### src/rtl/odc_pkg.sv
// ----------------------------------------------------------------------------
// odc_pkg
// Shared types, constants and depths for the optical drive command controller.
// ----------------------------------------------------------------------------
package odc_pkg;

    // FIFO depths.
    localparam int PARAM_DEPTH    = 16;
    localparam int RESPONSE_DEPTH = 16;
    localparam int IRQ_DEPTH      = 16;

    localparam int P_AW     = $clog2(PARAM_DEPTH);
    localparam int P_CNT_W  = $clog2(PARAM_DEPTH + 1);
    localparam int R_AW     = $clog2(RESPONSE_DEPTH);
    localparam int R_CNT_W  = $clog2(RESPONSE_DEPTH + 1);
    localparam int I_CNT_W  = $clog2(IRQ_DEPTH + 1);

    // Field widths.
    localparam int REQ_TYPE_W = 2;
    localparam int PORT_W     = 2;
    localparam int BYTE_W     = 8;
    localparam int PADDR_W    = 3;
    localparam int PDATA_W    = 32;

    // Request types.
    localparam logic [REQ_TYPE_W-1:0] REQ_READ  = 2'd0;
    localparam logic [REQ_TYPE_W-1:0] REQ_WRITE = 2'd1;
    localparam logic [REQ_TYPE_W-1:0] REQ_TICK  = 2'd2;

    // Host ports.
    localparam logic [PORT_W-1:0] PORT_STATUS = 2'd0;
    localparam logic [PORT_W-1:0] PORT_DATA   = 2'd1;
    localparam logic [PORT_W-1:0] PORT_CTRL   = 2'd2;
    localparam logic [PORT_W-1:0] PORT_ACK    = 2'd3;

    // Banks.
    localparam logic [1:0] BANK_0 = 2'd0;
    localparam logic [1:0] BANK_1 = 2'd1;
    localparam logic [1:0] BANK_3 = 2'd3;

    // Commands and sub-commands.
    localparam logic [BYTE_W-1:0] CMD_GET_STATUS = 8'h01;
    localparam logic [BYTE_W-1:0] CMD_TEST       = 8'h19;
    localparam logic [BYTE_W-1:0] SUB_VERSION    = 8'h20;

    // Interrupt type queued by every answered command.
    localparam logic [2:0] IRQ_TYPE_ACK = 3'b011;
    localparam logic [2:0] IRQ_TYPE_MASK = 3'b111;

    // Fixed read values and bit positions.
    localparam logic [BYTE_W-1:0] IRQ_FLAG_BASE = 8'b1110_0000;
    localparam int ACK_CLR_PARAM_BIT = 6;

    // Version answer of the test command.
    localparam int VERSION_LEN = 4;
    localparam logic [1:0] VERSION_LAST = 2'(VERSION_LEN - 1);
    localparam logic [BYTE_W-1:0] VERSION_BYTES [VERSION_LEN] =
        '{8'h94, 8'h09, 8'h19, 8'hC0};

    // Configuration register decode: paddr[2] selects the register word.
    localparam logic CFG_DRIVE_STATUS = 1'b0;

    // Sequencer states.
    typedef enum logic [4:0] {
        S_IDLE     = 5'b00001,
        S_RSP_WAIT = 5'b00010,
        S_CMD_WAIT = 5'b00100,
        S_CMD_PUSH = 5'b01000,
        S_EMIT     = 5'b10000
    } state_t;

endpackage

### src/rtl/odc_ifs.sv
// ----------------------------------------------------------------------------
// odc_ifs
// Valid/ready channels for host requests and their results.
// ----------------------------------------------------------------------------
interface odc_req_if;
    import odc_pkg::*;

    logic                  valid;
    logic                  ready;
    logic [REQ_TYPE_W-1:0] req_type;
    logic [PORT_W-1:0]     reg_addr;
    logic [BYTE_W-1:0]     write_data;

    modport source (output valid, output req_type, output reg_addr,
                    output write_data, input ready);
    modport sink   (input valid, input req_type, input reg_addr,
                    input write_data, output ready);
endinterface

interface odc_rsp_if;
    import odc_pkg::*;

    logic              valid;
    logic              ready;
    logic [BYTE_W-1:0] read_data;
    logic              irq_request;
    logic              access_error;

    modport source (output valid, output read_data, output irq_request,
                    output access_error, input ready);
    modport sink   (input valid, input read_data, input irq_request,
                    input access_error, output ready);
endinterface

### src/rtl/odc_ram.sv
// ----------------------------------------------------------------------------
// odc_ram
// Simple dual-port RAM: one write port, one read port with registered data.
// ----------------------------------------------------------------------------
module odc_ram #(
    parameter int WIDTH = 8,
    parameter int DEPTH = 16
) (
    input  logic                     clk,
    input  logic                     we,
    input  logic [$clog2(DEPTH)-1:0] waddr,
    input  logic [WIDTH-1:0]         wdata,
    input  logic [$clog2(DEPTH)-1:0] raddr,
    output logic [WIDTH-1:0]         rdata
);
    logic [WIDTH-1:0] mem [DEPTH];
    logic [WIDTH-1:0] rdata_reg;

    // Write port.
    always_ff @(posedge clk)
    begin
        if (we)
        begin
            mem[waddr] <= wdata;
        end
    end

    // Registered read port.
    always_ff @(posedge clk)
    begin
        rdata_reg <= mem[raddr];
    end

    assign rdata = rdata_reg;
endmodule

### src/rtl/optical_drive_command_controller.sv
// ----------------------------------------------------------------------------
// optical_drive_command_controller
// Indexed four-port drive controller with parameter and response FIFOs.
// ----------------------------------------------------------------------------
// Usage:
// The host sends requests on req (read, write or tick, with a port number
// and a write byte) and takes one result per request on rsp (read byte,
// interrupt request, access error). The user sets the drive status byte
// via APB address 0 only while idle; the block does not enforce this.
// Parameters and responses live in two RAMs with a registered read; the
// sequencer reads, updates the FIFO pointers and writes back.
// Most requests finish in the accept cycle, their result registered in the
// output register; a response pop passes S_RSP_WAIT, the test command with
// version answer S_CMD_WAIT (one parameter read), then S_CMD_PUSH (four
// response writes on the single RAM write port). Requests are taken in idle
// only, so simple requests run at one per cycle while results are taken.
// A result waits in an output register; a further simple request may be
// taken while it waits, and its result then holds in a pending register
// until the receiver takes the first one.
// Reset empties all FIFOs, clears bank, enable and status registers.
// ----------------------------------------------------------------------------
module optical_drive_command_controller (
    input  logic                   clk,
    input  logic                   rst_n,
    odc_req_if.sink                req,
    odc_rsp_if.source              rsp,
    input  logic                   psel,
    input  logic                   penable,
    input  logic                   pwrite,
    input  logic [odc_pkg::PADDR_W-1:0] paddr,
    input  logic [odc_pkg::PDATA_W-1:0] pwdata,
    output logic [odc_pkg::PDATA_W-1:0] prdata,
    output logic                   pready
);
    import odc_pkg::*;

    state_t state_reg, state_next;

    logic [1:0]        bank_reg, bank_next;
    logic [BYTE_W-1:0] int_en_reg, int_en_next;
    logic [BYTE_W-1:0] dsb_reg;

    logic [P_AW-1:0]    p_head_reg, p_head_next;
    logic [P_AW-1:0]    p_tail_reg, p_tail_next;
    logic [P_CNT_W-1:0] p_cnt_reg, p_cnt_next;
    logic [R_AW-1:0]    r_head_reg, r_head_next;
    logic [R_CNT_W-1:0] r_cnt_reg, r_cnt_next;
    logic [I_CNT_W-1:0] irq_cnt_reg, irq_cnt_next;
    logic [1:0]         push_idx_reg, push_idx_next;

    logic [BYTE_W-1:0] pend_rd_reg, pend_rd_next;
    logic              pend_irq_reg, pend_irq_next;
    logic              pend_err_reg, pend_err_next;

    logic              out_valid_reg, out_valid_next;
    logic [BYTE_W-1:0] out_rd_reg, out_rd_next;
    logic              out_irq_reg, out_irq_next;
    logic              out_err_reg, out_err_next;

    logic              p_we, r_we;
    logic [BYTE_W-1:0] p_rdata, r_rdata, r_wdata;
    logic [R_AW-1:0]   r_waddr;

    logic              fin;
    logic [BYTE_W-1:0] fin_rd;
    logic              fin_irq, fin_err;
    logic              slot_free, accept;
    logic [BYTE_W-1:0] status;
    logic              cfg_write;

    // Parameter and response storage.
    odc_ram #(.WIDTH(BYTE_W), .DEPTH(PARAM_DEPTH)) u_param_ram (
        .clk   (clk),
        .we    (p_we),
        .waddr (p_tail_reg),
        .wdata (req.write_data),
        .raddr (p_head_reg),
        .rdata (p_rdata)
    );

    odc_ram #(.WIDTH(BYTE_W), .DEPTH(RESPONSE_DEPTH)) u_resp_ram (
        .clk   (clk),
        .we    (r_we),
        .waddr (r_waddr),
        .wdata (r_wdata),
        .raddr (r_head_reg),
        .rdata (r_rdata)
    );

    // APB configuration port.
    assign pready    = 1'b1;
    assign cfg_write = psel && penable && pwrite && pready;
    assign prdata    = (paddr[2] == CFG_DRIVE_STATUS) ?
                       {{(PDATA_W-BYTE_W){1'b0}}, dsb_reg} : '0;

    always_ff @(posedge clk or negedge rst_n)
    begin
        if (!rst_n)
        begin
            dsb_reg <= '0;
        end
        else if (cfg_write && paddr[2] == CFG_DRIVE_STATUS)
        begin
            dsb_reg <= pwdata[BYTE_W-1:0];
        end
    end

    // Handshake.
    assign req.ready  = (state_reg == S_IDLE);
    assign accept     = req.valid && req.ready;
    assign slot_free  = !out_valid_reg || rsp.ready;

    assign rsp.valid        = out_valid_reg;
    assign rsp.read_data    = out_rd_reg;
    assign rsp.irq_request  = out_irq_reg;
    assign rsp.access_error = out_err_reg;

    // Status byte of port 0.
    always_comb
    begin
        status      = '0;
        status[1:0] = bank_reg;
        status[3]   = (p_cnt_reg == '0);
        status[4]   = (p_cnt_reg < P_CNT_W'(PARAM_DEPTH));
        status[5]   = (r_cnt_reg != '0);
    end

    // Request sequencer: decode, FIFO pointer updates and RAM accesses.
    always_comb
    begin
        state_next    = state_reg;
        bank_next     = bank_reg;
        int_en_next   = int_en_reg;
        p_head_next   = p_head_reg;
        p_tail_next   = p_tail_reg;
        p_cnt_next    = p_cnt_reg;
        r_head_next   = r_head_reg;
        r_cnt_next    = r_cnt_reg;
        irq_cnt_next  = irq_cnt_reg;
        push_idx_next = push_idx_reg;
        pend_rd_next  = pend_rd_reg;
        pend_irq_next = pend_irq_reg;
        pend_err_next = pend_err_reg;
        p_we          = 1'b0;
        r_we          = 1'b0;
        r_waddr       = '0;
        r_wdata       = dsb_reg;
        fin           = 1'b0;
        fin_rd        = '0;
        fin_irq       = 1'b0;
        fin_err       = 1'b0;

        unique case (state_reg)
            S_IDLE:
            begin
                if (accept)
                begin
                    fin = 1'b1;
                    priority if (req.req_type == REQ_READ)
                    begin
                        priority if (req.reg_addr == PORT_STATUS)
                        begin
                            fin_rd = status;
                        end
                        else if (req.reg_addr == PORT_DATA)
                        begin
                            // Pop a response byte; its data arrives next cycle.
                            if (r_cnt_reg != '0)
                            begin
                                fin        = 1'b0;
                                r_cnt_next = r_cnt_reg - R_CNT_W'(1);
                                r_head_next = (r_head_reg == R_AW'(RESPONSE_DEPTH - 1)) ?
                                              '0 : r_head_reg + R_AW'(1);
                                state_next = S_RSP_WAIT;
                            end
                        end
                        else if (req.reg_addr == PORT_ACK &&
                                 (bank_reg == BANK_1 || bank_reg == BANK_3))
                        begin
                            fin_rd = IRQ_FLAG_BASE;
                            if (irq_cnt_reg != '0)
                            begin
                                fin_rd[2:0] = IRQ_TYPE_ACK;
                            end
                        end
                        else
                        begin
                            fin_err = 1'b1;
                        end
                    end
                    else if (req.req_type == REQ_WRITE)
                    begin
                        priority if (req.reg_addr == PORT_STATUS)
                        begin
                            bank_next = req.write_data[1:0];
                        end
                        else if (req.reg_addr == PORT_DATA && bank_reg == BANK_0)
                        begin
                            // Command: drop old answers and pending interrupts.
                            irq_cnt_next = '0;
                            r_cnt_next   = '0;
                            r_head_next  = '0;
                            priority if (req.write_data == CMD_GET_STATUS)
                            begin
                                r_we         = 1'b1;
                                r_waddr      = '0;
                                r_wdata      = dsb_reg;
                                r_cnt_next   = R_CNT_W'(1);
                                irq_cnt_next = I_CNT_W'(1);
                            end
                            else if (req.write_data == CMD_TEST && p_cnt_reg != '0)
                            begin
                                // Pop the sub-command from the parameter FIFO.
                                fin         = 1'b0;
                                p_cnt_next  = p_cnt_reg - P_CNT_W'(1);
                                p_head_next = (p_head_reg == P_AW'(PARAM_DEPTH - 1)) ?
                                              '0 : p_head_reg + P_AW'(1);
                                state_next  = S_CMD_WAIT;
                            end
                            else
                            begin
                                fin_err = 1'b1;
                            end
                        end
                        else if ((req.reg_addr == PORT_DATA) ||
                                 (req.reg_addr == PORT_CTRL && bank_reg == BANK_0))
                        begin
                            // Parameter push; dropped when the FIFO is full.
                            if (p_cnt_reg < P_CNT_W'(PARAM_DEPTH))
                            begin
                                p_we        = 1'b1;
                                p_cnt_next  = p_cnt_reg + P_CNT_W'(1);
                                p_tail_next = (p_tail_reg == P_AW'(PARAM_DEPTH - 1)) ?
                                              '0 : p_tail_reg + P_AW'(1);
                            end
                        end
                        else if (req.reg_addr == PORT_CTRL && bank_reg == BANK_1)
                        begin
                            int_en_next = req.write_data;
                        end
                        else if (req.reg_addr == PORT_ACK && bank_reg == BANK_1)
                        begin
                            // Acknowledge: optional parameter clear, pop one type.
                            if (req.write_data[ACK_CLR_PARAM_BIT])
                            begin
                                p_cnt_next  = '0;
                                p_tail_next = p_head_reg;
                            end
                            if (irq_cnt_reg != '0)
                            begin
                                irq_cnt_next = irq_cnt_reg - I_CNT_W'(1);
                            end
                        end
                        else
                        begin
                            fin_err = 1'b1;
                        end
                    end
                    else if (req.req_type == REQ_TICK)
                    begin
                        fin_irq = (irq_cnt_reg != '0) &&
                                  ((IRQ_TYPE_ACK & int_en_reg[2:0] & IRQ_TYPE_MASK) != '0);
                    end
                    else
                    begin
                        fin_err = 1'b1;
                    end
                end
            end

            S_RSP_WAIT:
            begin
                fin    = 1'b1;
                fin_rd = r_rdata;
            end

            S_CMD_WAIT:
            begin
                // Sub-command byte is now on the parameter RAM output.
                if (p_rdata == SUB_VERSION)
                begin
                    irq_cnt_next  = I_CNT_W'(1);
                    push_idx_next = '0;
                    state_next    = S_CMD_PUSH;
                end
                else
                begin
                    fin     = 1'b1;
                    fin_err = 1'b1;
                end
            end

            S_CMD_PUSH:
            begin
                // One version byte per cycle into the response RAM.
                r_we          = 1'b1;
                r_waddr       = R_AW'(push_idx_reg);
                r_wdata       = VERSION_BYTES[push_idx_reg];
                r_cnt_next    = R_CNT_W'(push_idx_reg) + R_CNT_W'(1);
                push_idx_next = push_idx_reg + 2'd1;
                if (push_idx_reg == VERSION_LAST)
                begin
                    fin = 1'b1;
                end
            end

            S_EMIT:
            begin
                fin     = 1'b1;
                fin_rd  = pend_rd_reg;
                fin_irq = pend_irq_reg;
                fin_err = pend_err_reg;
            end

            default:
            begin
                state_next = S_IDLE;
            end
        endcase

        // Hand a finished result to the output register or park it.
        if (fin)
        begin
            if (slot_free)
            begin
                state_next = S_IDLE;
            end
            else
            begin
                pend_rd_next  = fin_rd;
                pend_irq_next = fin_irq;
                pend_err_next = fin_err;
                state_next    = S_EMIT;
            end
        end
    end

    // Output register.
    always_comb
    begin
        out_valid_next = out_valid_reg;
        out_rd_next    = out_rd_reg;
        out_irq_next   = out_irq_reg;
        out_err_next   = out_err_reg;
        if (slot_free)
        begin
            out_valid_next = fin;
            out_rd_next    = fin_rd;
            out_irq_next   = fin_irq;
            out_err_next   = fin_err;
        end
    end

    // Control state.
    always_ff @(posedge clk or negedge rst_n)
    begin
        if (!rst_n)
        begin
            state_reg     <= S_IDLE;
            bank_reg      <= '0;
            int_en_reg    <= '0;
            p_head_reg    <= '0;
            p_tail_reg    <= '0;
            p_cnt_reg     <= '0;
            r_head_reg    <= '0;
            r_cnt_reg     <= '0;
            irq_cnt_reg   <= '0;
            push_idx_reg  <= '0;
            out_valid_reg <= 1'b0;
        end
        else
        begin
            state_reg     <= state_next;
            bank_reg      <= bank_next;
            int_en_reg    <= int_en_next;
            p_head_reg    <= p_head_next;
            p_tail_reg    <= p_tail_next;
            p_cnt_reg     <= p_cnt_next;
            r_head_reg    <= r_head_next;
            r_cnt_reg     <= r_cnt_next;
            irq_cnt_reg   <= irq_cnt_next;
            push_idx_reg  <= push_idx_next;
            out_valid_reg <= out_valid_next;
        end
    end

    // Result payload.
    always_ff @(posedge clk)
    begin
        pend_rd_reg  <= pend_rd_next;
        pend_irq_reg <= pend_irq_next;
        pend_err_reg <= pend_err_next;
        out_rd_reg   <= out_rd_next;
        out_irq_reg  <= out_irq_next;
        out_err_reg  <= out_err_next;
    end

    // The parameter FIFO never holds more than its depth.
    assert property (@(posedge clk) disable iff (!rst_n)
        p_cnt_reg <= P_CNT_W'(PARAM_DEPTH))
        else $error("parameter count above depth");

    // Responses only come from one command answer, so at most four bytes.
    assert property (@(posedge clk) disable iff (!rst_n)
        r_cnt_reg <= R_CNT_W'(VERSION_LEN))
        else $error("response count above answer length");

    // Commands clear the interrupt queue before queuing one type.
    assert property (@(posedge clk) disable iff (!rst_n)
        irq_cnt_reg <= I_CNT_W'(1))
        else $error("more than one pending interrupt");

    // While the version answer is written, the count tracks the write index.
    assert property (@(posedge clk) disable iff (!rst_n)
        (state_reg == S_CMD_PUSH) |-> (r_cnt_reg == R_CNT_W'(push_idx_reg)))
        else $error("response count out of step with version push");

endmodule
### src/flat_wrapper.sv
// flat-port wrapper written by rule: the top's interface ports become plain ports
module optical_drive_command_controller_flat import odc_pkg::*;
  (clk, rst_n, psel, penable, pwrite, paddr, pwdata, prdata, pready, req_valid, req_req_type, req_reg_addr, req_write_data, req_ready, rsp_valid, rsp_read_data, rsp_irq_request, rsp_access_error, rsp_ready);
  odc_req_if req_i ();
  odc_rsp_if rsp_i ();
  input  logic clk;
  input  logic rst_n;
  input  logic psel;
  input  logic penable;
  input  logic pwrite;
  input  logic [odc_pkg::PADDR_W-1:0] paddr;
  input  logic [odc_pkg::PDATA_W-1:0] pwdata;
  output logic [odc_pkg::PDATA_W-1:0] prdata;
  output logic pready;
  input wire logic [$bits(req_i.valid)-1:0] req_valid;
  input wire logic [$bits(req_i.req_type)-1:0] req_req_type;
  input wire logic [$bits(req_i.reg_addr)-1:0] req_reg_addr;
  input wire logic [$bits(req_i.write_data)-1:0] req_write_data;
  output wire logic [$bits(req_i.ready)-1:0] req_ready;
  output wire logic [$bits(rsp_i.valid)-1:0] rsp_valid;
  output wire logic [$bits(rsp_i.read_data)-1:0] rsp_read_data;
  output wire logic [$bits(rsp_i.irq_request)-1:0] rsp_irq_request;
  output wire logic [$bits(rsp_i.access_error)-1:0] rsp_access_error;
  input wire logic [$bits(rsp_i.ready)-1:0] rsp_ready;
  assign req_i.valid = req_valid;
  assign req_i.req_type = req_req_type;
  assign req_i.reg_addr = req_reg_addr;
  assign req_i.write_data = req_write_data;
  assign req_ready = req_i.ready;
  assign rsp_valid = rsp_i.valid;
  assign rsp_read_data = rsp_i.read_data;
  assign rsp_irq_request = rsp_i.irq_request;
  assign rsp_access_error = rsp_i.access_error;
  assign rsp_i.ready = rsp_ready;
  optical_drive_command_controller u_core (.clk(clk), .rst_n(rst_n), .req(req_i), .rsp(rsp_i), .psel(psel), .penable(penable), .pwrite(pwrite), .paddr(paddr), .pwdata(pwdata), .prdata(prdata), .pready(pready));
endmodule
### config.mk
export PLATFORM = sky130hd
export DESIGN_NAME = optical_drive_command_controller_flat
export DESIGN_NICKNAME = d
export VERILOG_FILES = /design/src/rtl/odc_pkg.sv /design/src/rtl/odc_ifs.sv /design/src/rtl/odc_ram.sv /design/src/rtl/optical_drive_command_controller.sv /design/src/flat_wrapper.sv
export SDC_FILE = /design/constraint.sdc
export NUM_CORES = 1
export LEC_CHECK = 0
export ABC_AREA = 0
export BUFFER_PORTS_ARGS = -buffer_cell sky130_fd_sc_hd__buf_2
export CAP_MARGIN = 30
export CORE_ASPECT_RATIO = 0.8
export CORE_MARGIN = 2
export CORE_UTILIZATION = 58
export CTS_CLUSTER_DIAMETER = 60
export DETAILED_ROUTE_END_ITERATION = 12
export GPL_TIMING_DRIVEN = 0
export PLACE_DENSITY_LB_ADDON = 0.05
export SLEW_MARGIN = 5
export SYNTH_ARGS = -nofsm -noshare
export SYNTH_HDL_FRONTEND = slang
export SYNTH_SLANG_ARGS = --single-unit
### constraint.sdc
create_clock -name clk -period 4.16 [get_ports clk]
set_clock_uncertainty 0.2 [all_clocks]
set_input_delay 0.416 -clock clk [delete_from_list [all_inputs] [get_ports clk]]
set_output_delay 0.416 -clock clk [all_outputs]
set_load 0.01 [all_outputs]
======== After elaboration in Yosys (flattened, before gate mapping) ========
Memory sizes are Yosys's and may differ from the RTL's. A register that Yosys moved wholly into a read port is not among the register bits.
Cells that the tools add are included.
word-level totals
  register bits after elaboration ......... 67
  bits of input ports ..................... 54
  output and inout bits ................... 45
  memories kept ........................... 2
  RAM bits ................................ 256
operators by class
  reduce and logical (&&, ||, !) cells .... 45
  mux-type cells .......................... 124
  $lt $le $gt $ge ......................... 2
  equal/unequal tests ..................... 50
  $add $sub $neg .......................... 9
  bitwise operators ....................... 8
memory list
  memory                  depth  bits a word  read ports  clocked after Yosys merged registers in  wr ports  line           text
  u_core.u_param_ram.mem  16     8            1           1                                        1         odc_ram.sv:16  logic [WIDTH-1:0] mem [DEPTH];
  u_core.u_resp_ram.mem   16     8            1           1                                        1         odc_ram.sv:16
operators with widths
  cell                                                                 number
  5-bit two-way mux                                                    39
  8-bit two-way mux                                                    9
  4-bit two-way mux                                                    15
  1-bit two-way mux                                                    48
  3-bit != test (second input constant)                                10
  10-bit AND reduction                                                 3
  4-bit != test (second input constant)                                6
  8-bit one-hot mux with 3 select lines                                1
  5-bit one-hot mux with 2 select lines                                2
  8-bit binary-select mux with 2-bit select                            1
  8-bit AND reduction                                                  2
  5-bit one-hot mux with 3 select lines                                1
  5-bit nonzero test                                                   3
  5-bit by 1-bit subtractor with 5-bit output (second input constant)  3
  2-bit != test (second input constant)                                7
  7-bit AND reduction                                                  2
  2-bit nonzero test                                                   7
  4-bit by 1-bit adder with 4-bit output (second input constant)       3
  4-bit == test (second input constant)                                3
  1-bit logical AND                                                    11
  11-bit AND reduction                                                 1
  2-bit == test (second input constant)                                5
  2-bit by 1-bit != test with 1-bit output (second input constant)     5
  3-bit by 1-bit != test with 1-bit output (second input constant)     3
  other kinds (30)                                                     48

======== Logic depth before layout (Yosys ltp) ========
  depth after elaboration ................. 12
  mapped depth ............................ 7

======== Cells and area by module ========
From an unflattened synthesis, not the netlist that was laid out.
unflattened totals
  cells, all modules ...................... 898
  area total of the unflattened synthesis .. 14,507.7 µm²
modules (own cells, without submodules)
  module                            area an instance (µm²)  times used  cells an instance
  odc_ram                           5,147.4                 2           229
  optical_drive_command_controller  4,212.8                 1           440

======== Worst setup path after synthesis ========
Ideal clock, no wire load.
  path kind ............................... reg-to-reg
  start ................................... register u_core.state_reg[3]
  end ..................................... memory u_core.u_param_ram.mem[0][0], enable pin
  library setup time ...................... 383 ps
  data arrival time ....................... 2,289 ps
  stages on the path, launching flop included .. 6
  path buffers ............................ 0
  required time ........................... 3,577 ps
  setup slack ............................. 1,288 ps
  path through ............................ dfrtp_1 nor4_4 nand2_1 nor4_2 nand2_1 nor3_1
on the way
  word-level cells in the longest chain between the ends .. 6
RTL lines
  item                                        line                                                                              text
  from (decl)                                 optical_drive_command_controller.sv:37                                            state_t state_reg, state_next;
  from (signal assigned)                      optical_drive_command_controller.sv:373                                           state_reg <= state_next;
  5-bit by 1-bit == test with 1-bit output *  optical_drive_command_controller.sv:109, optical_drive_command_controller.sv:153
  1-bit logical AND                           optical_drive_command_controller.sv:110                                           assign accept = req.valid && req.ready;
  1-bit two-way mux                           optical_drive_command_controller.sv:156                                           if (accept)
  1-bit two-way mux *                         optical_drive_command_controller.sv:153                                           unique case (state_reg)
  1-bit two-way mux *                         odc_ram.sv:22                                                                     if (we)
  1-bit two-way mux (implied by the code) *   odc_ram.sv:24                                                                     mem[waddr] <= wdata;
  to (decl)                                   odc_ram.sv:16
Mark *: on every way between the ends. The rest lies on a longest branch, timed or not.

======== Final worst setup path ========
  start ................................... register u_core.state_reg[3]
  end ..................................... memory u_core.u_param_ram.mem[6][1], enable pin
Same word-level chain as after synthesis.

==> flow_metrics.py <==
metrics = {
    "layout": {
        "antenna_cells": 0,
        "drive_gt1_share_pct": 25.4,
        "final_cell_mix": "edfxtp_1, buf_2, mux4_2",
        "finalNetCount": 866,
        "layout_commonest_cell": "edfxtp_1",
        "largest_reg_flops": 128,
        "final_util_pct": 67.7,
        "fin_area_um2": 12200,
        "areaGrowthSynthToFinish_pct": 15.3,
        "reg_top3": "u_core.u_param_ram.mem x128, u_core.u_resp_ram.mem x32",
        "regMostFlops": "u_core.u_param_ram.mem",
    },
    "timing": {
        "maxSlewHeadroom_pct": 36.0,
        "setup_violations": 0,
        "fin_crit_sh_pct": 85.1,
        "setup_tns_ns": 0,
        "whs_ns": 0.111,
        "maxSlewViolCount": 0,
        "min_period_ns": 3.54,
        "worst_slew_pin_slew_ns": 0.956,
        "fmax_mhz": 282,
        "setup_slack_ns": 0.620,
        "grt_setup_unrepaired": "false",
        "finalHoldViolCount": 0,
    },
    "logic_synthesis": {
        "synth_cells": 685,
        "postSynth.asyncResetShare_pct": 19.3,
        "synth_edf_count": 180,
        "post_synth_num_cell_types": 70,
        "yosys_warnings": 0,
        "syn_area_per_cell_um2": 15.4,
        "netlist.area_leader.share_pct": 51.3,
        "synth.area.top_cells": "edfxtp_1, dfrtp_1, mux4_2",
        "ys_seq_area_share_pct": 65.5,
        "syn-cell-area_um2": 10500,
        "yosysTopAreaCell": "edfxtp_1",
        "synth_seq_cells": 243,
        "synth_flop_cell": "edfxtp_1",
    },
    "setup_path": {
        "crit_slowest_cell": "nor2_1",
        "cp_common_cell": "nand2_1",
        "cpPeakStageDelay_ns": 0.80,
        "r2r.worst_path.cells": 5,
        "cp-endpoint": "u_core.u_param_ram.mem[6][1]",
        "cp-end-kind": "register",
        "critPathLaunch": "u_core.state_reg[3]",
        "critical_path_required_ns": 4.10,
        "r2r-start": "u_core.state_reg[3]",
        "crit_chain": "nor4_4, nand2_1, nor4_2, nand2_1, nor2_1",
        "start_kind": "register",
        "cp_max_fo": 8,
        "path_class": "register to register",
        "arrival_ns": 3.48,
        "r2r_slack_ns": 0.62,
        "reg2reg_to": "u_core.u_param_ram.mem[6][1]",
    },
    "clock_tree": {
        "cts_tree": "done",
        "clk_path_buf_depth": 3,
        "clock-sinks": 243,
        "htree_levels": 1,
        "cts_buffers": 24,
        "cts_root_buf": "clkbuf_16",
        "clkTransAtPathRegs_ns": 0.06,
        "insertion_delay_ns": 0.52,
        "cts_resized": 0,
    },
    "pwr": {
        "vdd_ir_drop_max_uv": 339,
        "powerDensity_nw_per_um2": 500,
        "p_leak_uw": 0.00444,
    },
    "run_status": {
        "outcome": "complete, no violations",
    },
    "placement": {
        "place_ws_ns": 0.706,
        "portBuffers": 47,
        "finalWeightedCongestion": 0.881,
        "place_area_um2": 11200,
        "post-dp-hpwl_um": 15400,
    },
    "floorplanning": {
        "row_count": 44,
        "die-area_um2": 19300,
        "io_pins": 99,
        "die_h_um": 125,
        "die_w_um": 155,
        "start_util_pct": 58.7,
        "core_area_um2": 17900,
    },
    "grt": {
        "grt_pass1_wl_um": 34500,
        "antenna_found_initial": 0,
        "grt-ovfl-total": 0,
        "grt_pass1_vias": 5993,
        "grt_usage_pct": 23.6,
        "grt_max_degree": 38,
    },
    "route": {
        "wl_um": 22200,
        "route.detailed.drc": 0,
        "postRouteAntennaNets": 0,
        "dr.pass1.iters": 5,
        "viasPerCell": 6.03,
        "vias": 6297,
        "wl_per_cell_um": 21.3,
        "drtIter0Drc": 701,
    },
    "hold_path": {
        "hold_class": "input port to asynchronous set/reset pin",
    },
    "run": {
        "cap_violations": 0,
    },
}
## worst max-delay path, delay by kind of cell, from the launching register on
family / cells / cell delay (ns)
flip-flops: 1 / 0.46
AND/OR/NAND/NOR: 5 / 2.49
## what timing repair did
item | CTS | global route
endpoints found under the hold margin | 54 | 0
setup buffers | 0 | 0
setup endpoints to repair | 0 | 0
hold buffers | 9 | 0
## area by class of cell
type | instances | area [µm²]
Inverter | 21 | 78.8
Clock inverter | 15 | 221
Timing Repair Buffer | 63 | 383
Tap cell | 230 | 288
Clock buffer | 29 | 629
Fill cell | 1234 | 5790
Sequential cell | 243 | 6900
Multi-Input combinational cell | 394 | 3360
Buffer | 50 | 294
## how the worst min path moves through the flow
| stage | slack, ns | startpoint | endpoint |
|---|---|---|---|
| final | 0.11 | rst_n | u_core.int_en_reg[1] |
| after global routing | 0.13 | rst_n | u_core.int_en_reg[1] |
| after CTS | 0.1 | req_valid | u_core.r_cnt_reg[3] |
| after detailed placement | 0.11 | rst_n | u_core.int_en_reg[1] |
| after global placement | 0.27 | u_core.irq_cnt_reg[4] | u_core.irq_cnt_reg[4] |
| after floorplan | -0.08 | rst_n | u_core.bank_reg[0] |
## per-layer routing
layer	global-route usage, %	part of all wire (%)	vias up
met3	3.93	7.7	29
li1	-	-	2849
met5	0	0	-
met2	33.4	43	256
met4	4.68	1.6	0
met1	39.3	48	3163
## synth_stat cells, drive strengths merged (5+ instances only)
library cell	number
a21oi	19
edfxtp	180
o31ai	5
nand2b	7
mux2	18
or3	8
nor2	39
nand3	15
a31oi	6
nor2b	14
dfrtp	46
mux2i	6
nand2	42
and3	6
inv	21
buf	31
ha	15
a22oi	8
nor3	14
mux4	48
o21ai	28
clkbuf	19
nand4	8
dfxtp	16
## through the flow
stage | cells | total power [µW]
after detailed placement | 991 | 3810
after floorplan | 708 | 3530
after global placement | 985 | 3770
final | 1045 | 6080
after global routing | 1045 | 6310
after CTS | 1044 | 6100
## cell families (layout without fill, tap and decap cells)
group	after synthesis	count (layout)	synth area share (%)
XOR/XNOR	1	1	0.0831
adder cells (fa/ha/maj)	15	15	1.78
other	2	25	0.0713
flip-flops	243	243	65.5
AND/OR/NAND/NOR	179	179	9.57
AO/OA/AOI/OAI	102	102	6.71
buffers and inverters	71	178	3.54
multiplexers	72	72	12.8
## power by group
part | switching [µW] | internal (µW)
Sequential | 140 | 2800
Combinational | 497 | 346
Clock | 899 | 1400
Note: power is estimated with default switching activity, not from simulation.
